`src/rtl/core/bhbd_pkg.sv`:
```
// ----------------------------------------------------------------------------
// bhbd_pkg
// Shared types and constants of the border histogram background detector.
// ----------------------------------------------------------------------------
package bhbd_pkg;

  localparam int GRAY_W      = 8;
  localparam int GRAY_BINS   = 256;
  localparam int BIN_W       = 17;
  localparam logic [BIN_W-1:0] BIN_MAX = {BIN_W{1'b1}};
  localparam int STRIPS      = 4;
  localparam int SCAN_W      = $clog2(GRAY_BINS) + 1;

  // strip order: top, bottom, left, right
  localparam int STRIP_TOP    = 0;
  localparam int STRIP_BOTTOM = 1;
  localparam int STRIP_LEFT   = 2;
  localparam int STRIP_RIGHT  = 3;

  localparam int DIM_CFG_W   = 13;
  localparam int THICK_CFG_W = 5;
  localparam int CFG_IDX_W   = 3;
  localparam int CFG_DATA_W  = 13;

  localparam int MAX_DIM_DEF       = 4096;
  localparam int MAX_THICKNESS_DEF = 16;

  localparam logic [DIM_CFG_W-1:0]   WIDTH_RST  = 13'd640;
  localparam logic [DIM_CFG_W-1:0]   HEIGHT_RST = 13'd480;
  localparam logic [THICK_CFG_W-1:0] THICK_RST  = 5'd5;
  localparam logic [GRAY_W-1:0]      GLOW_RST   = 8'd110;
  localparam logic [GRAY_W-1:0]      GHIGH_RST  = 8'd160;

  localparam int IN_DATA_W  = 8;
  localparam int OUT_DATA_W = 40;

  typedef enum logic [CFG_IDX_W-1:0] {
    CFG_FRAME_WIDTH  = 3'd0,
    CFG_FRAME_HEIGHT = 3'd1,
    CFG_THICKNESS    = 3'd2,
    CFG_GRAY_LOW     = 3'd3,
    CFG_GRAY_HIGH    = 3'd4
  } cfg_idx_e;

  typedef enum logic [1:0] {
    ST_RUN,
    ST_FLUSH,
    ST_SCAN,
    ST_FIN
  } state_e;

  typedef struct packed {
    logic accept;
    logic scan;
    logic finish;
  } cmd_t;

  typedef struct packed {
    logic last_pixel;
    logic scan_done;
    logic out_free;
  } status_t;

endpackage

```
`src/rtl/core/bhbd_ctrl.sv`:
```
// ----------------------------------------------------------------------------
// bhbd_ctrl
// Frame sequencer: pixel intake, last write, peak scan, result hand-over.
// ----------------------------------------------------------------------------
module bhbd_ctrl (
  input  logic              clk_i,
  input  logic              rst_ni,
  input  logic              in_valid_i,
  output logic              in_ready_o,
  input  bhbd_pkg::status_t sts_i,
  output bhbd_pkg::cmd_t    cmd_o
);

  bhbd_pkg::state_e state_q, state_d;

  always_ff @(posedge clk_i or negedge rst_ni) begin
    if (!rst_ni) begin
      state_q <= bhbd_pkg::ST_RUN;
    end else begin
      state_q <= state_d;
    end
  end

  always_comb begin
    state_d = state_q;
    case (state_q)
      bhbd_pkg::ST_RUN: begin
        if (in_valid_i && sts_i.last_pixel) begin
          state_d = bhbd_pkg::ST_FLUSH;
        end
      end
      bhbd_pkg::ST_FLUSH: state_d = bhbd_pkg::ST_SCAN;
      bhbd_pkg::ST_SCAN: begin
        if (sts_i.scan_done) begin
          state_d = bhbd_pkg::ST_FIN;
        end
      end
      bhbd_pkg::ST_FIN: begin
        if (sts_i.out_free) begin
          state_d = bhbd_pkg::ST_RUN;
        end
      end
      default: state_d = bhbd_pkg::ST_RUN;
    endcase
  end

  always_comb begin
    in_ready_o    = 1'b0;
    cmd_o         = '0;
    case (state_q)
      bhbd_pkg::ST_RUN: begin
        in_ready_o   = 1'b1;
        cmd_o.accept = in_valid_i;
      end
      bhbd_pkg::ST_SCAN: cmd_o.scan = 1'b1;
      bhbd_pkg::ST_FIN:  cmd_o.finish = sts_i.out_free;
      default: ;
    endcase
  end

endmodule

```
`config.mk`:
```
export PLATFORM = sky130hd
export DESIGN_NAME = bhbd_ctrl
export DESIGN_NICKNAME = d
export VERILOG_FILES = /design/src/rtl/core/bhbd_pkg.sv /design/src/rtl/core/bhbd_ctrl.sv
export SDC_FILE = /design/constraint.sdc
export NUM_CORES = 1
export LEC_CHECK = 0
export ABC_AREA = 1
export BUFFER_PORTS_ARGS = -buffer_cell sky130_fd_sc_hd__buf_2
export CAP_MARGIN = 0
export CORE_AREA = 3 3 40 42
export CTS_CLUSTER_DIAMETER = 200
export DETAILED_ROUTE_END_ITERATION = 10
export DIE_AREA = 0 0 43 45
export GPL_TIMING_DRIVEN = 0
export SYNTH_ARGS = -nofsm -noshare
export SYNTH_HDL_FRONTEND = slang
export SYNTH_SLANG_ARGS = --single-unit
```
`constraint.sdc`:
```
create_clock -name clk_i -period 2.2 [get_ports clk_i]
set_input_delay 0.11 -clock clk_i [delete_from_list [all_inputs] [get_ports clk_i]]
set_output_delay 0.11 -clock clk_i [all_outputs]
set_load 0.01 [all_outputs]
```
==> results.txt, run 1 <==
Pre-antenna DRT Iters - 3
R2R depth - 6
CP Data Arrival Time - 1.14 ns
Die Wd - 43 um
synth warn - 0
unrepaired setup endpoints after global routing - false
Avg WL per Cell - 6.39 um
Synth Area per Inst - 7.19 um^2
Min Hold Slack - 0.197 ns
CP endpoint kind - output pin
Hold WC Path Type - input port to asynchronous set/reset pin
I/O pins - 10
number of flip-flops in the largest register - 2
postcts setup bufs - 0
via density per instance - 3.52
P_leak - 0.196 nW
Die H - 45 um
crit path time final - 1.25 ns
antenna violations before repair - 0
Max VDD drop - 0.000336 V
vias in the first global route - 193
synth unique cells - 7
final total power - 0.370 mW
first-pass GRT wire length - 703 um
Post-CTS Hold Buffers - 1
Mapped Area - 201 um^2
clock buffer depth - 2
share of cells above drive strength 1 - 39.0%
Biggest register - state_q
most frequent cells in the layout - 9 x buf_2, 8 x inv_1, 8 x nand2_1, 4 x ha_1
die area - 0.00194 mm^2
highest-delay cell along the critical path - dfrtp_1
crit path kind - register to output pin
area leader, netlist - dfrtp_1
clock-pin slew on the worst setup and hold paths - 0.03 ns
worst-skew pair later-pin latency - 0.22 ns
Top Registers - state_q: 2 flops
final WL - 358 um
antenna cells - 0
Via Count - 197
CTS tree - yes
1st-iter DRT viols - 5
clk_skew - 0.00272 ns
most common library cell in the layout ignoring fill and taps - buf_2
Final period util - 56.9%
IO buf count - 9
element type at the critical path start - register
row cnt - 13
Synthesized Nets - 38
hpwl dp - 312 um
crit-path max FO - 3
nets - 53
DRC Markers - 0
status - finished, final reports clean
CTS Sinks - 2
Largest stage delay, worst path - 0.38 ns
Root Driver - clkbuf_4
Cell Chain, Critical Path - inv_1 -> ha_1 -> nand2_1 -> inv_1 -> buf_2
r2r setup slk - 1.13 ns
WP data required - 2.09 ns
sequential-to-total area share from yosys stat - 24.8%
Worst slew margin - 91.9%
Starting Density - 15.7%
GRT overflow - 0
ANT nets after route - 0
post-synth top area share - 24.8%
worst-margin pin slew - 0.122 ns
CTS resizes - 0
max frequency - 0.800 GHz
largest net degree at the start of global routing - 5
total CTS buffers - 3
Final TNS setup - 0 ns
power per cell area - 1240 mW/mm^2
All-Layer GR Usage - 5.41%
Hold Violations, Final - 0
number of max-cap violations - 0
H-tree levels - 1
Area Overhead vs Synth - 47.8%
Core Area - 0.00128 mm^2
final setup violation count - 0
ranking of synthesized cells by area - dfrtp_1 25%, ha_1 25%, inv_1 15%, nand2_1 15%, nand2_2 9.3%
Pins Over Slew Limit - 0
most used cell, CP - inv_1
Mapped Cells - 28
Synth Register Bits - 2
Final Wtd Congestion - 0.693
[critical path: cells and delay by family, from the launching register on]
kind          cells  cell delay, ns
flops             1            0.38
fa+ha+maj         1            0.21
buf+inv           3            0.26
simple gates      1            0.06
[layer usage]
layer / share of wire, % / vias up / track usage [%]
met5: 0 / - / 0
met4: 0 / 0 / 5.42
met3: 13 / 0 / 4.38
met2: 45 / 7 / 7.19
met1: 42 / 80 / 5.06
li1: - / 110 / -
[cell type report]
type	count	area [um^2]
Clock buffer	3	22.5
Fill cell	143	987
Inverter	8	30.0
Multi-Input combinational cell	18	121
Sequential cell	2	50.0
Tap cell	15	18.8
Timing Repair Buffer	10	55.1
[cell families (layout without fill, tap and decap cells)]
| group | count (synthesis) | after routing | share of synthesized area (%) |
|---|---|---|---|
| buf+inv | 8 | 21 | 14.9 |
| simple gates | 14 | 14 | 35.4 |
| flops | 2 | 2 | 24.8 |
| fa+ha+maj | 4 | 4 | 24.8 |
[Yosys cell counts]
cell type  number
inv_1           8
ha_1            4
nand2_1         8
dfrtp_1         2
nand2_2         3
nand4_1         2
nand3_2         1
[power breakdown]
part | total, mW | switching, mW | internal, mW
clock | 0.0804 | 0.0203 | 0.0601
sequential | 0.0738 | 0.0159 | 0.0579
combinational | 0.216 | 0.124 | 0.0920
[metrics by stage]
stage | instance area [um^2] | setup slack [ns] | instances | util, %
4_1_cts | 298 | 0.923 | 56 | 23.2
3_3_place_gp | 265 | 1.13 | 52 | 20.6
3_5_place_dp | 265 | 1.12 | 52 | 20.6
5_1_grt | 298 | 0.832 | 56 | 23.2
6_report | 298 | 0.949 | 56 | 23.2
2_1_floorplan | 201 | 1.15 | 28 | -
[worst paths after layout]
check	from	end
setup reg to reg	state_q[0]$_DFFE_PN0P_	state_q[1]$_DFFE_PN0P_
max in group asynchronous	rst_ni	state_q[0]$_DFFE_PN0P_
setup / recovery	state_q[0]$_DFFE_PN0P_	cmd_o[2]
hold reg to reg	state_q[0]$_DFFE_PN0P_	state_q[0]$_DFFE_PN0P_
hold / removal	rst_ni	state_q[1]$_DFFE_PN0P_
min in group clk_i	sts_i[2]	state_q[1]$_DFFE_PN0P_
(Power assumes the default switching activity.)
==> run 2, diff against run 1 <==
==> constraint.sdc (replaced) <==
create_clock -name clk_i -period 1.1 [get_ports clk_i]
set_input_delay 0.055 -clock clk_i [delete_from_list [all_inputs] [get_ports clk_i]]
set_output_delay 0.055 -clock clk_i [all_outputs]
set_load 0.01 [all_outputs]
==> results.txt, run 2 (synthesized netlist as in run 1, its figures left out) <==
DP Worst Slack - 0.0198 ns (was 1.12 ns)
Int Pwr - 0.480 mW (was 0.210 mW)
Root Driver - clkbuf_4 (unchanged)
element type at the critical path start - register (unchanged)
number of max-cap violations - 0 (unchanged)
Avg WL per Cell - 6.86 um (was 6.39 um)
most frequent cells in the layout - 9 x buf_2, 7 x nand2_1, 6 x inv_1, 4 x nand2_2 (was 9 x buf_2, 8 x inv_1, 8 x nand2_1, 4 x ha_1)
1st-iter DRT viols - 4 (was 5)
Clk pwr share - 19.2% (was 21.7%)
CP Launch Point - state_q[1]$_DFFE_PN0P_ (was state_q[0]$_DFFE_PN0P_)
row cnt - 13 (unchanged)
unrepaired setup endpoints after global routing - true (was false)
first-pass GRT wire length - 779 um (was 703 um)
Biggest register - state_q (unchanged)
crit path kind - register to output pin (unchanged)
Final TNS setup - -0.0588 ns (was 0 ns)
clock buffer depth - 2 (unchanged)
IO buf count - 9 (unchanged)
Core Area - 0.00128 mm^2 (unchanged)
Final period util - 102%
ANT nets after route - 0 (unchanged)
hpwl dp - 312 um (unchanged)
die area - 0.00194 mm^2 (unchanged)
GRT overflow - 0 (unchanged)
Top Registers - state_q: 2 flops (unchanged)
Worst slew margin - 90.5% (was 91.9%)
sequential fraction of design power - 18.4% (was 19.9%)
worst-skew pair later-pin latency - 0.22 ns (about the same)
vias in the first global route - 197 (was 193)
Die H - 45 um (unchanged)
CP Data Arrival Time - 1.07 ns (was 1.14 ns)
crit path time final - 1.12 ns
All-Layer GR Usage - 5.91% (was 5.41%)
Hold Violations, Final - 0 (unchanged)
via density per instance - 3.58 (was 3.52)
Logic pwr share - 62.5% (was 58.3%)
I/O pins - 10 (unchanged)
total CTS buffers - 3 (unchanged)
Finished Core Util - 24.9% (was 23.2%)
P_leak - 0.200 nW (was 0.196 nW)
H-tree levels - 1 (unchanged)
CTS tree - yes (unchanged)
largest net degree at the start of global routing - 5 (unchanged)
number of flip-flops in the largest register - 2 (unchanged)
Pins Over Slew Limit - 0 (unchanged)
nets - 54 (was 53)
Worst Slack Setup Final - -0.0205 ns (was 0.949 ns)
final total power - 0.839 mW (was 0.370 mW)
FILL cells - 143 (unchanged)
CTS Sinks - 2 (unchanged)
most common library cell in the layout ignoring fill and taps - buf_2 (unchanged)
crit-path max FO - 4 (was 3)
final WL - 391 um (was 358 um)
CP endpoint kind - output pin (unchanged)
Die Wd - 43 um (unchanged)
sw frac - 42.9% (was 43.3%)
Area Overhead vs Synth - 59.0% (was 47.8%)
WP data required - 1.04 ns (was 2.09 ns)
DRC Markers - 0 (unchanged)
Via Count - 204 (was 197)
clock-pin slew on the worst setup and hold paths - 0.03 ns (about the same)
antenna cells - 0 (unchanged)
antenna violations before repair - 0 (unchanged)
status - finished, violations left (was finished, final reports clean)
worst-margin pin slew - 0.143 ns (was 0.122 ns)
power per cell area - 2620 mW/mm^2 (was 1240 mW/mm^2)
Pre-antenna DRT Iters - 3 (unchanged)
Hold WC Path Type - input port to asynchronous set/reset pin (unchanged)
Max VDD drop - 0.000754 V (was 0.000336 V)
switching pwr - 0.360 mW (was 0.160 mW)
Starting Density - 15.7% (unchanged)
Critical R2R Launch - state_q[0]$_DFFE_PN0P_ (unchanged)
Final Wtd Congestion - 0.693 (unchanged)
final setup violation count - 3 (was 0)
share of cells above drive strength 1 - 50.0% (was 39.0%)
clk_skew - 0.00272 ns (unchanged)
failing checks - negative setup slack
max frequency - 0.892 GHz
==> run 2: critical path: stages, from the launching register on <==
cell	delay, ns
dfrtp_1	0.41
ha_1	0.22
nand2_1	0.07
inv_1	0.03
buf_2	0.12
==> run 2: final timing paths <==
kind                                     endpoint  slack [ns]  depth (start not counted)
max                                      cmd_o[0]       -0.02                          4
min reg2reg                state_q[0]$_DFFE_PN0P_        0.52                          2
max in group asynchronous  state_q[0]$_DFFE_PN0P_        0.86                          2
min                        state_q[1]$_DFFE_PN0P_        0.14                          2
min in group clk_i         state_q[1]$_DFFE_PN0P_        0.21                          5
max reg2reg                state_q[0]$_DFFE_PN0P_        0.03                          6
==> run 2: metal layers <==
metal | GRT usage, % | up-vias | part of all wire (%)
met2 | 8.38 | 7 | 47
li1 | - | 113 | -
met5 | 0 | - | 0
met3 | 4.38 | 0 | 12
met4 | 5.42 | 0 | 0
met1 | 5.54 | 84 | 40
==> run 2: timing repair <==
action | in CTS | in global routing
buffers inserted | 0 | 1
resized for setup | 4 | 1
pin swaps | 1 | 1
hold endpoints to repair | 2 | 0
setup endpoints to repair | 4 | 6
hold buffers | 1 | 0
==> run 2: through the flow <==
step / cells / hold WS [ns] / area, um^2
CTS: 56 / 0.131 / 310
floorplan: 28 / -0.241 / 201
global route: 57 / 0.156 / 320
finish: 57 / 0.142 / 320
detailed placement: 52 / -0.159 / 265
global placement: 52 / -0.158 / 265
==> run 2: cell type report <==
cell class | count | area (um^2) | area share (%)
inverters | 8 | 30.0 | 9.38
flip-flops and latches | 2 | 50.0 | 15.6
clock buffers | 3 | 22.5 | 7.03
multi-input cells | 18 | 136 | 42.6
repair buffers | 11 | 62.6 | 19.5
well taps | 15 | 18.8 | 5.86
==> run 2: power groups by stage <==
| stage | registers (mW) | logic (mW) | clock network (mW) |
|---|---|---|---|
| 2_1_floorplan | 0.143 | 0.329 | 0 |
| 3_3_place_gp | 0.149 | 0.431 | 0 |
| 3_5_place_dp | 0.149 | 0.442 | 0 |
| 4_1_cts | 0.155 | 0.494 | 0.172 |
| 5_1_grt | 0.164 | 0.616 | 0.183 |
| 6_report | 0.154 | 0.524 | 0.161 |
